### src/rtl/core/aes_pkg.sv
// ----------------------------------------------------------------------------
// AES package
// Shared types, codes and byte-, word- and block-level functions for the AES block cipher.
// ----------------------------------------------------------------------------
package aes_pkg;

   localparam logic [1:0] MODE_ECB_ENC = 2'd0;
   localparam logic [1:0] MODE_ECB_DEC = 2'd1;
   localparam logic [1:0] MODE_CBC_ENC = 2'd2;
   localparam logic [1:0] MODE_CBC_DEC = 2'd3;

   localparam logic [1:0] KEY_128 = 2'd0;
   localparam logic [1:0] KEY_192 = 2'd1;

   localparam logic [2:0] CSR_KEY_SIZE = 3'd0;
   localparam logic [2:0] CSR_MODE     = 3'd1;
   localparam logic [2:0] CSR_KEY0     = 3'd2;
   localparam logic [2:0] CSR_KEY1     = 3'd3;
   localparam logic [2:0] CSR_KEY2     = 3'd4;
   localparam logic [2:0] CSR_KEY3     = 3'd5;
   localparam logic [2:0] CSR_IV_HI    = 3'd6;
   localparam logic [2:0] CSR_IV_LO    = 3'd7;

   // item handed from the front queue to the cipher engine
   typedef struct packed {
      logic [127:0] block;
      logic         first;
   } queue_item_type;

   function automatic logic [7:0] sbox_fwd(input logic [7:0] a);
      logic [7:0] t [256];
      t = '{
      8'h63,8'h7c,8'h77,8'h7b,8'hf2,8'h6b,8'h6f,8'hc5,8'h30,8'h01,8'h67,8'h2b,8'hfe,8'hd7,8'hab,8'h76,
      8'hca,8'h82,8'hc9,8'h7d,8'hfa,8'h59,8'h47,8'hf0,8'had,8'hd4,8'ha2,8'haf,8'h9c,8'ha4,8'h72,8'hc0,
      8'hb7,8'hfd,8'h93,8'h26,8'h36,8'h3f,8'hf7,8'hcc,8'h34,8'ha5,8'he5,8'hf1,8'h71,8'hd8,8'h31,8'h15,
      8'h04,8'hc7,8'h23,8'hc3,8'h18,8'h96,8'h05,8'h9a,8'h07,8'h12,8'h80,8'he2,8'heb,8'h27,8'hb2,8'h75,
      8'h09,8'h83,8'h2c,8'h1a,8'h1b,8'h6e,8'h5a,8'ha0,8'h52,8'h3b,8'hd6,8'hb3,8'h29,8'he3,8'h2f,8'h84,
      8'h53,8'hd1,8'h00,8'hed,8'h20,8'hfc,8'hb1,8'h5b,8'h6a,8'hcb,8'hbe,8'h39,8'h4a,8'h4c,8'h58,8'hcf,
      8'hd0,8'hef,8'haa,8'hfb,8'h43,8'h4d,8'h33,8'h85,8'h45,8'hf9,8'h02,8'h7f,8'h50,8'h3c,8'h9f,8'ha8,
      8'h51,8'ha3,8'h40,8'h8f,8'h92,8'h9d,8'h38,8'hf5,8'hbc,8'hb6,8'hda,8'h21,8'h10,8'hff,8'hf3,8'hd2,
      8'hcd,8'h0c,8'h13,8'hec,8'h5f,8'h97,8'h44,8'h17,8'hc4,8'ha7,8'h7e,8'h3d,8'h64,8'h5d,8'h19,8'h73,
      8'h60,8'h81,8'h4f,8'hdc,8'h22,8'h2a,8'h90,8'h88,8'h46,8'hee,8'hb8,8'h14,8'hde,8'h5e,8'h0b,8'hdb,
      8'he0,8'h32,8'h3a,8'h0a,8'h49,8'h06,8'h24,8'h5c,8'hc2,8'hd3,8'hac,8'h62,8'h91,8'h95,8'he4,8'h79,
      8'he7,8'hc8,8'h37,8'h6d,8'h8d,8'hd5,8'h4e,8'ha9,8'h6c,8'h56,8'hf4,8'hea,8'h65,8'h7a,8'hae,8'h08,
      8'hba,8'h78,8'h25,8'h2e,8'h1c,8'ha6,8'hb4,8'hc6,8'he8,8'hdd,8'h74,8'h1f,8'h4b,8'hbd,8'h8b,8'h8a,
      8'h70,8'h3e,8'hb5,8'h66,8'h48,8'h03,8'hf6,8'h0e,8'h61,8'h35,8'h57,8'hb9,8'h86,8'hc1,8'h1d,8'h9e,
      8'he1,8'hf8,8'h98,8'h11,8'h69,8'hd9,8'h8e,8'h94,8'h9b,8'h1e,8'h87,8'he9,8'hce,8'h55,8'h28,8'hdf,
      8'h8c,8'ha1,8'h89,8'h0d,8'hbf,8'he6,8'h42,8'h68,8'h41,8'h99,8'h2d,8'h0f,8'hb0,8'h54,8'hbb,8'h16};
      return t[a];
   endfunction

   function automatic logic [7:0] sbox_inv(input logic [7:0] a);
      logic [7:0] t [256];
      t = '{
      8'h52,8'h09,8'h6a,8'hd5,8'h30,8'h36,8'ha5,8'h38,8'hbf,8'h40,8'ha3,8'h9e,8'h81,8'hf3,8'hd7,8'hfb,
      8'h7c,8'he3,8'h39,8'h82,8'h9b,8'h2f,8'hff,8'h87,8'h34,8'h8e,8'h43,8'h44,8'hc4,8'hde,8'he9,8'hcb,
      8'h54,8'h7b,8'h94,8'h32,8'ha6,8'hc2,8'h23,8'h3d,8'hee,8'h4c,8'h95,8'h0b,8'h42,8'hfa,8'hc3,8'h4e,
      8'h08,8'h2e,8'ha1,8'h66,8'h28,8'hd9,8'h24,8'hb2,8'h76,8'h5b,8'ha2,8'h49,8'h6d,8'h8b,8'hd1,8'h25,
      8'h72,8'hf8,8'hf6,8'h64,8'h86,8'h68,8'h98,8'h16,8'hd4,8'ha4,8'h5c,8'hcc,8'h5d,8'h65,8'hb6,8'h92,
      8'h6c,8'h70,8'h48,8'h50,8'hfd,8'hed,8'hb9,8'hda,8'h5e,8'h15,8'h46,8'h57,8'ha7,8'h8d,8'h9d,8'h84,
      8'h90,8'hd8,8'hab,8'h00,8'h8c,8'hbc,8'hd3,8'h0a,8'hf7,8'he4,8'h58,8'h05,8'hb8,8'hb3,8'h45,8'h06,
      8'hd0,8'h2c,8'h1e,8'h8f,8'hca,8'h3f,8'h0f,8'h02,8'hc1,8'haf,8'hbd,8'h03,8'h01,8'h13,8'h8a,8'h6b,
      8'h3a,8'h91,8'h11,8'h41,8'h4f,8'h67,8'hdc,8'hea,8'h97,8'hf2,8'hcf,8'hce,8'hf0,8'hb4,8'he6,8'h73,
      8'h96,8'hac,8'h74,8'h22,8'he7,8'had,8'h35,8'h85,8'he2,8'hf9,8'h37,8'he8,8'h1c,8'h75,8'hdf,8'h6e,
      8'h47,8'hf1,8'h1a,8'h71,8'h1d,8'h29,8'hc5,8'h89,8'h6f,8'hb7,8'h62,8'h0e,8'haa,8'h18,8'hbe,8'h1b,
      8'hfc,8'h56,8'h3e,8'h4b,8'hc6,8'hd2,8'h79,8'h20,8'h9a,8'hdb,8'hc0,8'hfe,8'h78,8'hcd,8'h5a,8'hf4,
      8'h1f,8'hdd,8'ha8,8'h33,8'h88,8'h07,8'hc7,8'h31,8'hb1,8'h12,8'h10,8'h59,8'h27,8'h80,8'hec,8'h5f,
      8'h60,8'h51,8'h7f,8'ha9,8'h19,8'hb5,8'h4a,8'h0d,8'h2d,8'he5,8'h7a,8'h9f,8'h93,8'hc9,8'h9c,8'hef,
      8'ha0,8'he0,8'h3b,8'h4d,8'hae,8'h2a,8'hf5,8'hb0,8'hc8,8'heb,8'hbb,8'h3c,8'h83,8'h53,8'h99,8'h61,
      8'h17,8'h2b,8'h04,8'h7e,8'hba,8'h77,8'hd6,8'h26,8'he1,8'h69,8'h14,8'h63,8'h55,8'h21,8'h0c,8'h7d};
      return t[a];
   endfunction

   function automatic logic [7:0] xtime(input logic [7:0] a);
      return {a[6:0], 1'b0} ^ (a[7] ? 8'h1b : 8'h00);
   endfunction

   function automatic logic [31:0] sub_word(input logic [31:0] w);
      return {sbox_fwd(w[31:24]), sbox_fwd(w[23:16]), sbox_fwd(w[15:8]), sbox_fwd(w[7:0])};
   endfunction

   // one column of MixColumns, forward or inverse
   function automatic logic [31:0] mix_col(input logic [31:0] c, input logic inv);
      logic [7:0] a [4];
      logic [7:0] a2 [4];
      logic [7:0] a4 [4];
      logic [7:0] a8 [4];
      logic [7:0] m2 [4];
      logic [7:0] m3 [4];
      logic [7:0] m9 [4];
      logic [7:0] mb [4];
      logic [7:0] md [4];
      logic [7:0] me [4];
      logic [31:0] r;
      for (int k = 0; k < 4; k++) begin
         a[k]  = c[31 - 8*k -: 8];
         a2[k] = xtime(a[k]);
         a4[k] = xtime(a2[k]);
         a8[k] = xtime(a4[k]);
         m2[k] = a2[k];
         m3[k] = a2[k] ^ a[k];
         m9[k] = a8[k] ^ a[k];
         mb[k] = a8[k] ^ a2[k] ^ a[k];
         md[k] = a8[k] ^ a4[k] ^ a[k];
         me[k] = a8[k] ^ a4[k] ^ a2[k];
      end
      for (int rr = 0; rr < 4; rr++) begin
         if (inv) begin
            r[31 - 8*rr -: 8] = me[rr] ^ mb[(rr+1)%4] ^ md[(rr+2)%4] ^ m9[(rr+3)%4];
         end else begin
            r[31 - 8*rr -: 8] = m2[rr] ^ m3[(rr+1)%4] ^ a[(rr+2)%4] ^ a[(rr+3)%4];
         end
      end
      return r;
   endfunction

   // SubBytes + ShiftRows (forward) or InvShiftRows + InvSubBytes
   function automatic logic [127:0] sub_shift(input logic [127:0] s, input logic inv);
      logic [127:0] o;
      for (int rr = 0; rr < 4; rr++) begin
         for (int c = 0; c < 4; c++) begin
            if (inv) begin
               o[127 - 8*(rr + 4*((c+rr)%4)) -: 8] = sbox_inv(s[127 - 8*(rr + 4*c) -: 8]);
            end else begin
               o[127 - 8*(rr + 4*c) -: 8] = sbox_fwd(s[127 - 8*(rr + 4*((c+rr)%4)) -: 8]);
            end
         end
      end
      return o;
   endfunction

   function automatic logic [127:0] mix_all(input logic [127:0] s, input logic inv);
      logic [127:0] o;
      for (int c = 0; c < 4; c++) begin
         o[127 - 32*c -: 32] = mix_col(s[127 - 32*c -: 32], inv);
      end
      return o;
   endfunction

endpackage

### src/rtl/core/aes_front.sv
// ----------------------------------------------------------------------------
// AES front queue
// Accepts items and holds them in a two-entry queue for the cipher engine.
// ----------------------------------------------------------------------------
module aes_front (
   input  logic                    clock,
   input  logic                    reset,
   input  logic                    in_valid,
   output logic                    in_stall,
   input  aes_pkg::queue_item_type in_item,
   output logic                    out_valid,
   input  logic                    out_take,
   output aes_pkg::queue_item_type out_item
);
   import aes_pkg::*;

   queue_item_type mem_ff [2];
   logic           wr_ptr_ff, wr_ptr_in;
   logic           rd_ptr_ff, rd_ptr_in;
   logic [1:0]     count_ff, count_in;
   logic           push, pop;

   assign in_stall  = (count_ff == 2'd2);
   assign out_valid = (count_ff != 2'd0);
   assign out_item  = mem_ff[rd_ptr_ff];
   assign push      = in_valid && !in_stall;
   assign pop       = out_valid && out_take;

   // pointer and fill count
   always_comb begin
      wr_ptr_in = wr_ptr_ff ^ push;
      rd_ptr_in = rd_ptr_ff ^ pop;
      count_in  = count_ff + {1'b0, push} - {1'b0, pop};
   end

   always_ff @(posedge clock) begin
      if (reset) begin
         wr_ptr_ff <= 1'b0;
         rd_ptr_ff <= 1'b0;
         count_ff  <= 2'd0;
      end else begin
         wr_ptr_ff <= wr_ptr_in;
         rd_ptr_ff <= rd_ptr_in;
         count_ff  <= count_in;
      end
   end

   // payload storage
   always_ff @(posedge clock) begin
      if (push) begin
         mem_ff[wr_ptr_ff] <= in_item;
      end
   end
endmodule

### config.mk
export PLATFORM = sky130hd
export DESIGN_NAME = aes_front
export DESIGN_NICKNAME = d
export VERILOG_FILES = /design/src/rtl/core/aes_pkg.sv /design/src/rtl/core/aes_front.sv
export SDC_FILE = /design/constraint.sdc
export NUM_CORES = 1
export LEC_CHECK = 0
export BUFFER_PORTS_ARGS = -buffer_cell sky130_fd_sc_hd__buf_4
export CAP_MARGIN = 20
export CORE_MARGIN = 3
export CORE_UTILIZATION = 47
export DETAILED_ROUTE_END_ITERATION = 12
export MAX_ROUTING_LAYER = met4
export PLACE_DENSITY = 0.77
export SYNTH_ARGS = -nofsm -noshare
export SYNTH_HDL_FRONTEND = slang
export SYNTH_SLANG_ARGS = --single-unit
### constraint.sdc
create_clock -name clock -period 4.1 [get_ports clock]
set_input_delay 0.615 -clock clock [delete_from_list [all_inputs] [get_ports clock]]
set_output_delay 0.615 -clock clock [all_outputs]
set_load 0.02 [all_outputs]
* Word-level counts from Yosys, hierarchy flattened *
Memory sizes are Yosys's and may differ from the RTL's. A register that Yosys moved wholly into a read port is not among the register bits.
Cells that the tools add are included.

word-level totals
  logic and storage cells = 16
  memories = 1
  bits in writable memories = 258
  output and inout port bits = 131
  flip-flop bits (word level) = 4

operators by class
  add/subtract/negate cells = 2
  reductions and logical operators = 4
  bitwise logic cells = 2
  equal/unequal tests = 1
  mux-type cells = 3

memory list
  memory  words  bits a word  rd ports  clocked after Yosys merged registers in  write ports  line             text
  mem_ff  2      129          1         1                                        1            aes_front.sv:17  queue_item_type mem_ff [2];

operators by type and width
  cell                  number
  $mux W1               3
  $add A2 B1 Y2         1
  $eq A2 B2 Y1 const B  1
  $logic_and A1 B1 Y1   2
  $reduce_bool A2 Y1    1
  $sub A2 B1 Y2         1
  $xor A1 B1 Y1         2
  $logic_not A1 Y1      1

* Longest topological paths before layout *
Gate-level depths: netlist (run 1).

  word-level depth = 5
  mapped depth = 7

* Least setup slack after synthesis (run 1) *
Ideal clock, no wire load.

  path type = input-to-reg
  start = in in_valid
  end = mem mem_ff[1][0] (netlist name) (enable)
  cell stages on the path = 2
  arrival = 3,771 ps
  data required time = 3,596 ps
  setup slack = -175 ps
  cells stage by stage = and2_1 ha_1

between the ends
  word-level cells in the longest chain between the ends = 3

ends and longest elaborated chain
  item                           line             text
  from (decl)                    aes_front.sv:8   input logic in_valid,
  $logic_and A1 B1 Y1            aes_front.sv:26  assign push = in_valid && !in_stall;
  $mux W1                        aes_front.sv:50  if (push) begin
  $mux W1 (implied by the code)  aes_front.sv:51  mem_ff[wr_ptr_ff] <= in_item;
  to (decl)                      aes_front.sv:17

No other way between the ends.

==> out/metrics.csv, run 1 <==
stage;metric;value;unit
placed_design;dpl hpwl;12.6;mm
die;die height;149;um
die;# rows;51;
setup_path;reg-to-reg slack, setup;1.92;ns
die;die width;149;um
setup_path;CP most frequent cell;buf_4;
setup_path;class of the most critical setup path;flip-flop to output port;
setup_path;CP max-delay cell;dfxtp_4;
setup_path;critical path, cell by cell;buf_4, mux2_2, buf_4;
synthesis;Cell variety after synth;15;
timing;Hold Vio Cnt, Final;0;
route;DRC Markers;0;
cts;Root Buffer Master;clkbuf_16;
cts;Reg clk slew, reported paths;0.06;ns
pwr;Reg power frac;44.1;%
flow_run;Max-Cap Viols;0;
setup_path;endpoint type of the worst setup path;output port;
die;effective utilization at floorplan;48.5;%
setup_path;Worst setup startpoint;rd_ptr_ff$_SDFF_PP0_;
cts;Post-CTS Resized;0;
timing;Fmax achieved;334;MHz
route;final WL;18.7;mm
timing;Hold WS;0.282;ns
setup_path;r2r startpoint;count_ff[0]$_SDFF_PP0_;
die;core footprint;0.0197;mm^2
global_route;GR Overflow Total;0;
timing;Slew Viols, Final;0;
cts;clk sink count;262;
global_route;initial antenna violation count;0;
placed_design;Port Buf Inserts;263;
cts;Hold-fix buffers, CTS;0;
timing;Least-Margin Pin Slew;0.853;ns
pwr;cell internal pwr;5840;uW
cts;CTS Buffer Depth;3;
synthesis;Synthesis Warnings;0;
pwr;power per cell area;634;mW/mm^2
cells_and_area;cell area after layout;0.0127;mm^2
global_route;GRT Util Overall;16.6;%
route;Vias;4935;
pwr;Max VDD drop;0.437;mV
placed_design;Post-Place Setup Slack;1.57;ns
cts;Clk Latency, worst-skew pair;0.51;ns
cells_and_area;number of fill cells in the layout;1324;
die;I/O pin total;264;
pwr;combinational share of power;26.6;%
min_path;worst min path class;primary input to flip-flop;
route;DR vias/cell;4.98;
synthesis;register area share after synthesis;81.8;%
setup_path;R2R Path End;mem_ff[0][104]$_DFFE_PP_;
cts;CTS tree;built;
global_route;vias in the first global route;5203;
setup_path;worst-path maximum fanout;63;
cts;postcts setup bufs;0;
cells_and_area;final design utilization;64.4;%
route;drt wl/cell;18.9;um
setup_path;Worst Path Arrival;2.38;ns
timing;relative slew slack;43.1;%
placed_design;Final GP Congestion;0.747;
global_route;largest net degree at the start of global routing;64;
cells_and_area;antenna cell count;0;
cells_and_area;P&R area growth vs syn;32.8;%
cts;CTS H-tree lvls;1;
pwr;Sw Ratio;27.5;%
setup_path;Reg2Reg Depth;4;
cells_and_area;Storage cell area;0.00783;mm^2
synthesis;synthesized instance count;425;
cells_and_area;fraction of layout cells with a size suffix above 1;60.3;%
global_route;first-pass GRT wire length;27.9;mm
die;die area;0.0221;mm^2
setup_path;Worst Path Required;3.48;ns
pwr;clock network power share;29.3;%
timing;PnR worst setup slack;1.10;ns
cts;CTS Buf Count;26;
synthesis;synthesized cell area;0.00957;mm^2
timing;RSZ-0062 raised after global routing;no;
synthesis;Yosys reg bits;262;
timing;final worst-path cycle share;73.1;%
setup_path;Worst path max stage delay;0.90;ns
timing;TNS Setup;0;ns
run_status;status;finished clean;
cells_and_area;multi-input combinational cell area;0.00162;mm^2
route;initial DRC count;216;
timing;clk_skew;0.00690;ns
pwr;P_sw;2210;uW
timing;min Tclk post-route;3.00;ns
pwr;Pleak;0.00473;uW
setup_path;CP Capture Point;out_item[77];
route;drt first pass iters;4;
synthesis;Syn Nets;562;
setup_path;element type at the critical path start;flip-flop;
synthesis;Mapped Avg Cell Area;22.5;um^2
timing;Setup violations, final;0;
placed_design;Post-DP Area;0.0118;mm^2
route;number of routed nets with antenna violations;0;
cells_and_area;Layout Nets;844;
cells in the final DEF, fill, tap and decap left out, types with 2 or more instances in the layout:
cell type | Yosys | final
buf_4 | 0 | 266
buf_12 | 0 | 3
dfxtp_1 | 4 | 3
clkbuf_16 | 0 | 27
clkinv_2 | 0 | 2
nor2b_1 | 2 | 2
clkinv_1 | 0 | 9
ha_1 | 4 | 2
edfxtp_1 | 258 | 258
inv_1 | 3 | 3
nor2_1 | 3 | 3
mux2_2 | 130 | 130
ha_4 | 0 | 2
clkbuf_1 | 0 | 3
bufinv_16 | 0 | 4
power by group through the flow:
stage	Clock, uW	Sequential [uW]	Combinational, uW
finish	2360	3550	2140
global placement	0	3590	2130
floorplan	0	3560	1360
CTS	2420	3560	2180
detailed placement	0	3610	2170
global route	2530	3590	2270
kinds of logic after synthesis:
group,share of synthesized area [%]
and+or+nand+nor,0.484
xor gates and xnor gates,0.235
muxes,15.3
DFF,81.8
AOI/OAI and AO/OA,0.0785
adders and majority gates,0.523
buffers and inverters,1.56
metrics by stage:
step	cells	power, uW
final	990	8050
after global placement	944	5710
after floorplan	425	4920
after CTS	990	8150
after global routing	990	8390
after detailed placement	944	5780
worst max-delay path, delay by kind of cell, from the launching register on:
kind | cells | cell delay (ns)
mux | 1 | 0.39
flops | 1 | 0.90
buf+inv | 2 | 0.58
Yosys cell counts, drive strengths merged:
cell type,number,share of area (%)
and2,1,0.065
buf,15,1.4
dfxtp,4,0.84
edfxtp,258,81
ha,4,0.52
inv,3,0.12
mux2,130,15
nand2,1,0.039
nand2b,1,0.065
nor2,3,0.12
nor2b,2,0.13
o21a,1,0.079
or2,1,0.065
xnor3,1,0.24
worst min-delay path by stage:
stage,cells after the start,startpoint,end
6_report,1,in_item[116],mem_ff[1][116]$_DFFE_PP_
2_1_floorplan,3,wr_ptr_ff$_SDFF_PP0_,wr_ptr_ff$_SDFF_PP0_
3_5_place_dp,3,wr_ptr_ff$_SDFF_PP0_,wr_ptr_ff$_SDFF_PP0_
4_1_cts,1,in_item[116],mem_ff[1][116]$_DFFE_PP_
5_1_grt,1,in_item[122],mem_ff[0][122]$_DFFE_PP_
3_3_place_gp,2,count_ff[0]$_SDFF_PP0_,count_ff[0]$_SDFF_PP0_
layout make-up:
class                   count  share of cell area, %
clock buffers              30                   5.41
clock inverters            16                   1.35
inverters                   3                 0.0886
multi-input cells         145                   12.7
flip-flops and latches    262                   61.6
well taps                 265                   2.61
repair buffers            269                   16.2
metal layers:
metal / vias up / global-route usage (%) / share of wire [%]
li1: 2256 / - / -
met3: 34 / 3.90 / 7.9
met5: - / - / 0
met1: 2449 / 19.9 / 38
met4: 0 / 4.76 / 2.3
met2: 196 / 28.3 / 51
state kept, by name, summed over array words and instances, names as in the netlist:
name / cells
wr_ptr_ff: 1
count_ff: 2
mem_ff: 258
rd_ptr_ff: 1
No activity file was read; power rests on OpenSTA's default activity.
==> inputs of run 2 (changes only) <==
--- a/config.mk
+++ b/config.mk
@@ -5,13 +5,14 @@
 export SDC_FILE = /design/constraint.sdc
 export NUM_CORES = 1
 export LEC_CHECK = 0
+export ABC_AREA = 1
 export BUFFER_PORTS_ARGS = -buffer_cell sky130_fd_sc_hd__buf_4
 export CAP_MARGIN = 20
 export CORE_MARGIN = 3
 export CORE_UTILIZATION = 47
 export DETAILED_ROUTE_END_ITERATION = 12
 export MAX_ROUTING_LAYER = met4
-export PLACE_DENSITY = 0.77
+export PLACE_DENSITY = 0.76
 export SYNTH_ARGS = -nofsm -noshare
 export SYNTH_HDL_FRONTEND = slang
 export SYNTH_SLANG_ARGS = --single-unit
==> constraint.sdc (replaced) <==
create_clock -name clock -period 2.63 [get_ports clock]
set_input_delay 0.3945 -clock clock [delete_from_list [all_inputs] [get_ports clock]]
set_output_delay 0.3945 -clock clock [all_outputs]
set_load 0.02 [all_outputs]
==> out/metrics.csv, run 2 <==
stage;metric;value;unit;change
global_route;GRT Util Overall;16.5;%;-0.13 points
route;DR vias/cell;4.88;;-2.2%
die;die area;0.0229;mm^2;+3.5%
synthesis;synthesized instance count;437;;+2.8%
setup_path;element type at the critical path start;flip-flop;;
synthesis;Syn Nets;574;;+2.1%
synthesis;synthesized cell area;0.00991;mm^2;+3.6%
run_status;status;finished clean;;
cells_and_area;Largest register FFs;258;;unchanged
cts;Root Buffer Master;clkbuf_16;;
timing;PnR worst setup slack;0.158;ns;-0.944 ns
setup_path;r2r startpoint;count_ff[1]$_SDFF_PP0_;;
timing;Hold Vio Cnt, Final;0;;unchanged
die;effective utilization at floorplan;48.4;%;-0.14 points
min_path;Worst Hold End;mem_ff[0][107]$_DFFE_PP_;;
timing;Fmax achieved;405;MHz;
timing;RSZ-0062 raised after global routing;no;;
setup_path;Worst path max stage delay;0.65;ns;-0.25 ns
die;I/O pin total;264;;unchanged
synthesis;ys async rst share;0;%;unchanged
route;DRC Markers;0;;unchanged
flow_run;Max-Cap Viols;0;;unchanged
placed_design;Final GP Congestion;0.755;;+1.0%
synthesis;area leader, netlist;edfxtp_1;;
cells_and_area;biggest regs;mem_ff: 258 flops, count_ff: 2 flops;;
min_path;min-delay src;in_item[107];;
setup_path;Worst Path Required;2.24;ns;-1.24 ns
die;core footprint;0.0205;mm^2;+3.9%
timing;Setup violations, final;0;;unchanged
setup_path;critical path, cell by cell;buf_12, mux2_4, buf_4;;
cells_and_area;multi-input combinational cell area;0.00193;mm^2;+19%
route;number of routed nets with antenna violations;0;;unchanged
route;drt wl/cell;19.0;um;+0.64%
route;final WL;19.3;mm;+2.9%
pwr;Pleak;0.00509;uW;+7.8%
synthesis;synth cell count leaders;edfxtp_1 (258), mux2_4 (88), mux2_2 (41);;
setup_path;worst-path maximum fanout;37;;-41%
synthesis;Yosys reg bits;262;;unchanged
min_path;Hold Crit Depth;1;;unchanged
cells_and_area;final design utilization;64.1;%;-0.36 points
die;die height;151;um;+1.7%
setup_path;Worst Path Arrival;2.08;ns;-0.30 ns
cells_and_area;Layout Nets;859;;+1.8%
cts;Reg clk slew, reported paths;0.07;ns;about the same
route;drt first pass iters;4;;unchanged
setup_path;R2R Path End;mem_ff[1][42]$_DFFE_PP_;;
min_path;worst min path class;primary input to flip-flop;;
cts;CTS Buf Count;26;;unchanged
cells_and_area;Reg with most FFs;mem_ff;;
pwr;Reg power frac;42.0;%;-2.1 points
cells_and_area;P&R area growth vs syn;32.4;%;
die;die width;151;um;+1.7%
global_route;GR Overflow Total;0;;unchanged
placed_design;Port Buf Inserts;263;;unchanged
pwr;Sw Ratio;28.2;%;+0.69 points
setup_path;reg-to-reg slack, setup;0.67;ns;-1.25 ns
pwr;combinational share of power;30.7;%;+4.1 points
timing;final worst-path cycle share;94.0;%;
setup_path;class of the most critical setup path;flip-flop to output port;;
pwr;clock network power share;27.3;%;-2.0 points
synthesis;Synthesis Warnings;0;;unchanged
cts;CTS H-tree lvls;1;;unchanged
cts;postcts setup bufs;0;;unchanged
global_route;vias in the first global route;5251;;+0.92%
placed_design;Post-Place Setup Slack;0.624;ns;-0.949 ns
pwr;P_sw;3800;uW;+72%
setup_path;Crit path max-delay family;flip-flops;;
global_route;initial antenna violation count;0;;unchanged
synthesis;Top FF cell, synth;edfxtp_1;;
cells_and_area;commonest non-fill, non-tap cells in the layout;buf_4 (266), edfxtp_1 (258), mux2_4 (88);;
setup_path;endpoint type of the worst setup path;output port;;
global_route;first-pass GRT wire length;28.3;mm;+1.3%
timing;clk_skew;0.0191;ns;+0.0122 ns
setup_path;CP max-delay cell;dfxtp_4;;
timing;Least-Margin Pin Slew;0.508;ns;-0.344 ns
cells_and_area;number of fill cells in the layout;1399;;+5.7%
synthesis;top post-synthesis cells by area;edfxtp_1 (78%), mux2_4 (13%), mux2_2 (4.7%), buf_6 (1.1%), dfxtp_1 (0.81%);;
route;initial DRC count;293;;+36%
cts;Clk Latency, worst-skew pair;0.52;ns;about the same
route;Vias;4935;;unchanged
pwr;power per cell area;1030;mW/mm^2;+62%
timing;min Tclk post-route;2.47;ns;
synthesis;register area share after synthesis;79.0;%;-2.9 points
die;# rows;52;;+2.0%
pwr;cell internal pwr;9680;uW;+66%
cts;Hold-fix buffers, CTS;0;;unchanged
cells_and_area;fraction of layout cells with a size suffix above 1;59.6;%;-0.71 points
cts;Post-CTS Resized;0;;unchanged
setup_path;Reg2Reg Depth;5;;+1
timing;Slew Viols, Final;0;;unchanged
cells_and_area;antenna cell count;0;;unchanged
synthesis;number of synthesized flops with an enable pin;258;;unchanged
cts;clk sink count;262;;unchanged
synthesis;top-area cell type share of the netlist area;78.1;%;-2.8 points
setup_path;Buf/Inv on CP;2;;unchanged
pwr;Max VDD drop;0.650;mV;+49%
synthesis;Mapped Avg Cell Area;22.7;um^2;+0.79%
timing;relative slew slack;66.1;%;+23 points
cts;CTS Buffer Depth;3;;unchanged
placed_design;dpl hpwl;13.3;mm;+5.9%
cells_and_area;most common cell after layout, fill and taps aside;buf_4;;
cts;CTS tree;built;;
synthesis;most numerous cell in the Yosys netlist;edfxtp_1;;
synthesis;Cell variety after synth;14;;-1
cells_and_area;Storage cell area;0.00783;mm^2;unchanged
global_route;largest net degree at the start of global routing;77;;+20%
-- run 2: changes by cell type in the layout (fill, tap and decap cells not counted), moves of 3 or more --
cell      delta
mux2_2      -89
inv_1        +7
nand2_1      +4
mux2_4      +88
clkinv_1     -4
clkbuf_8     +4
buf_12       +3
nor2_1       +5
-- run 2: cell families (layout without fill, tap and decap cells) --
| kind of cell | count (synthesis) | after routing | synth area share [%] |
|---|---|---|---|
| muxes | 129 | 129 | 18.0 |
| DFF | 262 | 262 | 79.0 |
| adders and majority gates | 4 | 4 | 0.505 |
| buffers and inverters | 25 | 330 | 1.87 |
| and+or+nand+nor | 15 | 15 | 0.593 |
| AOI/OAI and AO/OA | 2 | 2 | 0.101 |
-- run 2: per-stage QoR --
stage / total power, uW / instances / cell area [um^2] / hold WS, ns / TNS (ns)
6_report: 13500 / 1012 / 13100 / 0.0575 / 0
5_1_grt: 14100 / 1012 / 13100 / 0.0260 / 0
4_1_cts: 13600 / 1012 / 13100 / 0.0281 / 0
3_5_place_dp: 9920 / 964 / 12300 / 0.582 / 0
3_3_place_gp: 9790 / 964 / 12300 / 0.564 / 0
2_1_floorplan: 8330 / 437 / 9920 / 0.461 / -21.73
-- run 2: layer usage --
metal	wire length, um	vias to the layer above	global-route usage [%]
li1	-	2284	-
met1	7480	2403	20.5
met2	9650	215	27.2
met3	1790	33	4.25
met4	339	0	4.26
met5	0	-	-
-- run 2: worst max path at each step --
stage                                 startpoint                       end  slack [ns]  depth (start not counted)
after floorplan           count_ff[1]$_SDFF_PP0_    mem_ff[1][0]$_DFFE_PP_       -0.08                          4
after global placement                  in_valid  mem_ff[0][125]$_DFFE_PP_        0.67                          5
after detailed placement                in_valid   mem_ff[1][45]$_DFFE_PP_        0.62                          5
after CTS                   rd_ptr_ff$_SDFF_PP0_              out_item[16]        0.13                          3
after global routing        rd_ptr_ff$_SDFF_PP0_              out_item[10]        0.08                          3
final                       rd_ptr_ff$_SDFF_PP0_              out_item[80]        0.16                          3
-- run 2: power groups by stage --
stage	combinational, uW	sequential [uW]	clock, uW
floorplan	2670	5660	0
global placement	4100	5690	0
detailed placement	4180	5740	0
CTS	4200	5660	3790
global route	4390	5720	3960
finish	4140	5650	3690
-- run 2: area by class of cell --
type / count / area share (%)
Tap cell: 270 / 2.57
Sequential cell: 262 / 59.6
Inverter: 10 / 0.286
Multi-Input combinational cell: 150 / 14.7
Clock inverter: 12 / 1.00
Clock buffer: 36 / 5.71
Timing Repair Buffer: 272 / 16.1
==> inputs of run 3 (changes only) <==
--- a/config.mk
+++ b/config.mk
@@ -5,14 +5,13 @@
 export SDC_FILE = /design/constraint.sdc
 export NUM_CORES = 1
 export LEC_CHECK = 0
-export ABC_AREA = 1
 export BUFFER_PORTS_ARGS = -buffer_cell sky130_fd_sc_hd__buf_4
 export CAP_MARGIN = 20
 export CORE_MARGIN = 3
 export CORE_UTILIZATION = 47
 export DETAILED_ROUTE_END_ITERATION = 12
 export MAX_ROUTING_LAYER = met4
-export PLACE_DENSITY = 0.76
+export PLACE_DENSITY = 0.77
 export SYNTH_ARGS = -nofsm -noshare
 export SYNTH_HDL_FRONTEND = slang
 export SYNTH_SLANG_ARGS = --single-unit
==> out/metrics.csv, run 3 (synthesis results as in run 1) <==
stage;metric;value;unit;change
cts;CTS H-tree lvls;1;;unchanged
route;drt first pass iters;4;;unchanged
setup_path;Worst Path Required;2.24;ns;about the same
cts;CTS Buf Count;26;;unchanged
global_route;vias in the first global route;5355;;+2.0%
setup_path;endpoint type of the worst setup path;output port;;
setup_path;class of the most critical setup path;flip-flop to output port;;
global_route;largest net degree at the start of global routing;71;;-7.8%
global_route;initial antenna violation count;0;;unchanged
die;effective utilization at floorplan;48.5;%;+0.14 points
route;DR vias/cell;5.01;;+2.6%
placed_design;dpl hpwl;12.5;mm;-6.2%
cells_and_area;Largest register FFs;258;;unchanged
cts;clk sink count;262;;unchanged
placed_design;Port Buf Inserts;263;;unchanged
setup_path;reg-to-reg slack, setup;0.93;ns;+0.26 ns
timing;Slew Viols, Final;0;;unchanged
pwr;Reg power frac;43.5;%;+1.5 points
timing;Least-Margin Pin Slew;0.423;ns;-0.0853 ns
pwr;P_sw;3450;uW;-9.1%
flow_run;Max-Cap Viols;0;;unchanged
cts;Root Buffer Master;clkbuf_16;;
cells_and_area;Reg with most FFs;mem_ff;;
cts;Post-CTS Resized;0;;unchanged
timing;clk_skew;0.00690;ns;-0.0122 ns
pwr;total power;12500;uW;-7.3%
die;core footprint;0.0197;mm^2;-3.8%
route;DRC Markers;0;;unchanged
pwr;Sw Ratio;27.7;%;-0.54 points
cells_and_area;commonest non-fill, non-tap cells in the layout;buf_4 (263), edfxtp_1 (258), mux2_2 (130);;
timing;Fmax achieved;453;MHz;+12%
cts;Hold-fix buffers, CTS;0;;unchanged
route;final WL;18.8;mm;-2.3%
route;drt wl/cell;19.0;um;-0.27%
die;die width;149;um;-1.7%
timing;Hold Vio Cnt, Final;0;;unchanged
pwr;combinational share of power;27.8;%;-2.9 points
cells_and_area;Layout Nets;844;;-1.7%
min_path;Hold Crit Depth;1;;unchanged
setup_path;element type at the critical path start;flip-flop;;
route;initial DRC count;266;;-9.2%
cts;CTS Buffer Depth;3;;unchanged
timing;Setup violations, final;0;;unchanged
cells_and_area;fraction of layout cells with a size suffix above 1;60.3;%;+0.76 points
setup_path;CP max-delay cell;mux2_2;;
cells_and_area;cell area after layout;0.0127;mm^2;-3.1%
cells_and_area;biggest regs;mem_ff: 258 flops, count_ff: 2 flops;;
cells_and_area;antenna cell count;0;;unchanged
setup_path;R2R Path End;mem_ff[1][47]$_DFFE_PP_;;
timing;RSZ-0062 raised after global routing;no;;
timing;min Tclk post-route;2.21;ns;-0.263 ns
cts;Clk Latency, worst-skew pair;0.51;ns;about the same
min_path;worst min path class;primary input to flip-flop;;
die;# rows;51;;-1.9%
cells_and_area;fin cells;991;;-2.1%
pwr;Pleak;0.00473;uW;-7.1%
setup_path;Worst setup startpoint;rd_ptr_ff$_SDFF_PP0_;;
setup_path;worst-path maximum fanout;68;;+84%
setup_path;Worst Path Arrival;1.81;ns;-0.27 ns
pwr;cell internal pwr;9040;uW;-6.6%
route;number of routed nets with antenna violations;0;;unchanged
die;die height;149;um;-1.7%
global_route;GRT Util Overall;16.8;%;+0.35 points
cells_and_area;most common cell after layout, fill and taps aside;buf_4;;
setup_path;Crit path max-delay family;buffers and inverters;;
setup_path;Reg2Reg Depth;4;;-1
global_route;GR Overflow Total;0;;unchanged
min_path;Worst Hold End;mem_ff[0][80]$_DFFE_PP_;;
placed_design;Post-DP Area;0.0119;mm^2;-3.0%
cts;Reg clk slew, reported paths;0.06;ns;about the same
timing;relative slew slack;71.8;%;+5.7 points
pwr;Max VDD drop;0.851;mV;+31%
placed_design;Final GP Congestion;0.748;;-0.90%
cts;postcts setup bufs;0;;unchanged
die;I/O pin total;264;;unchanged
placed_design;Placed Cells incl. Taps;944;;-2.1%
cts;CTS tree;built;;
setup_path;Worst path max stage delay;0.41;ns;-0.24 ns
min_path;min-delay src;in_item[80];;
cells_and_area;P&R area growth vs syn;33.0;%;
setup_path;Buf/Inv on CP;2;;unchanged
run_status;status;finished clean;;
pwr;power per cell area;982;mW/mm^2;-4.4%
die;die area;0.0221;mm^2;-3.4%
setup_path;r2r startpoint;count_ff[0]$_SDFF_PP0_;;
global_route;first-pass GRT wire length;28.3;mm;-0.14%
setup_path;critical path, cell by cell;buf_12, mux2_2, buf_4;;
pwr;clock network power share;28.6;%;+1.3 points
route;Vias;4960;;+0.51%
timing;final worst-path cycle share;84.0;%;-10 points
## run 3: worst register-to-register path, stage by stage, from the launching register on
cell and delay (ns):
dfxtp_1 0.37, nand2b_1 0.16, and2_1 0.24, ha_4 0.19
buf_12 0.31
## run 3: power groups by stage
stage	Combinational (uW)	Clock (uW)	Sequential, uW
CTS	3530	3680	5450
global route	3670	3840	5490
finish	3480	3580	5440
detailed placement	3510	0	5530
floorplan	2120	0	5500
global placement	3450	0	5490
## run 3: area by class of cell
type	count	area (um^2)
sequential	262	7830
fill	1362	6990
timing repair buffer	269	2090
multi-input combinational	145	1620
clock buffer	32	694
tap	265	332
clock inverter	15	145
inverter	3	11.3
## run 3: stage by stage
step                      setup TNS [ns]  worst slack (ns)  hold slack, ns  util, %
after global routing                   0             0.346          0.0326     64.5
after CTS                              0             0.384          0.0400     64.5
final                                  0             0.421          0.0656     64.5
after global placement                 0             0.972           0.579     60.3
after detailed placement               0             0.957           0.582     60.3
after floorplan                   -31.54            -0.122           0.461        -
## run 3: how the worst max path moves through the flow
stage	endpoint	slack, ns	cells past startpoint
3_5_place_dp	mem_ff[0][32]$_DFFE_PP_	0.96	4
3_3_place_gp	out_item[56]	0.97	3
6_report	out_item[33]	0.42	3
4_1_cts	out_item[106]	0.38	3
2_1_floorplan	mem_ff[1][0]$_DFFE_PP_	-0.12	3
5_1_grt	out_item[106]	0.35	3
## run 3: layer usage
metal	wire length [um]	up-vias	GRT usage, %	part of all wire, %
li1	-	2252	-	-
met4	422	0	4.43	2.2
met3	1420	34	4.05	7.5
met2	9660	212	28.5	51
met1	7310	2462	20.4	39
met5	0	-	-	0
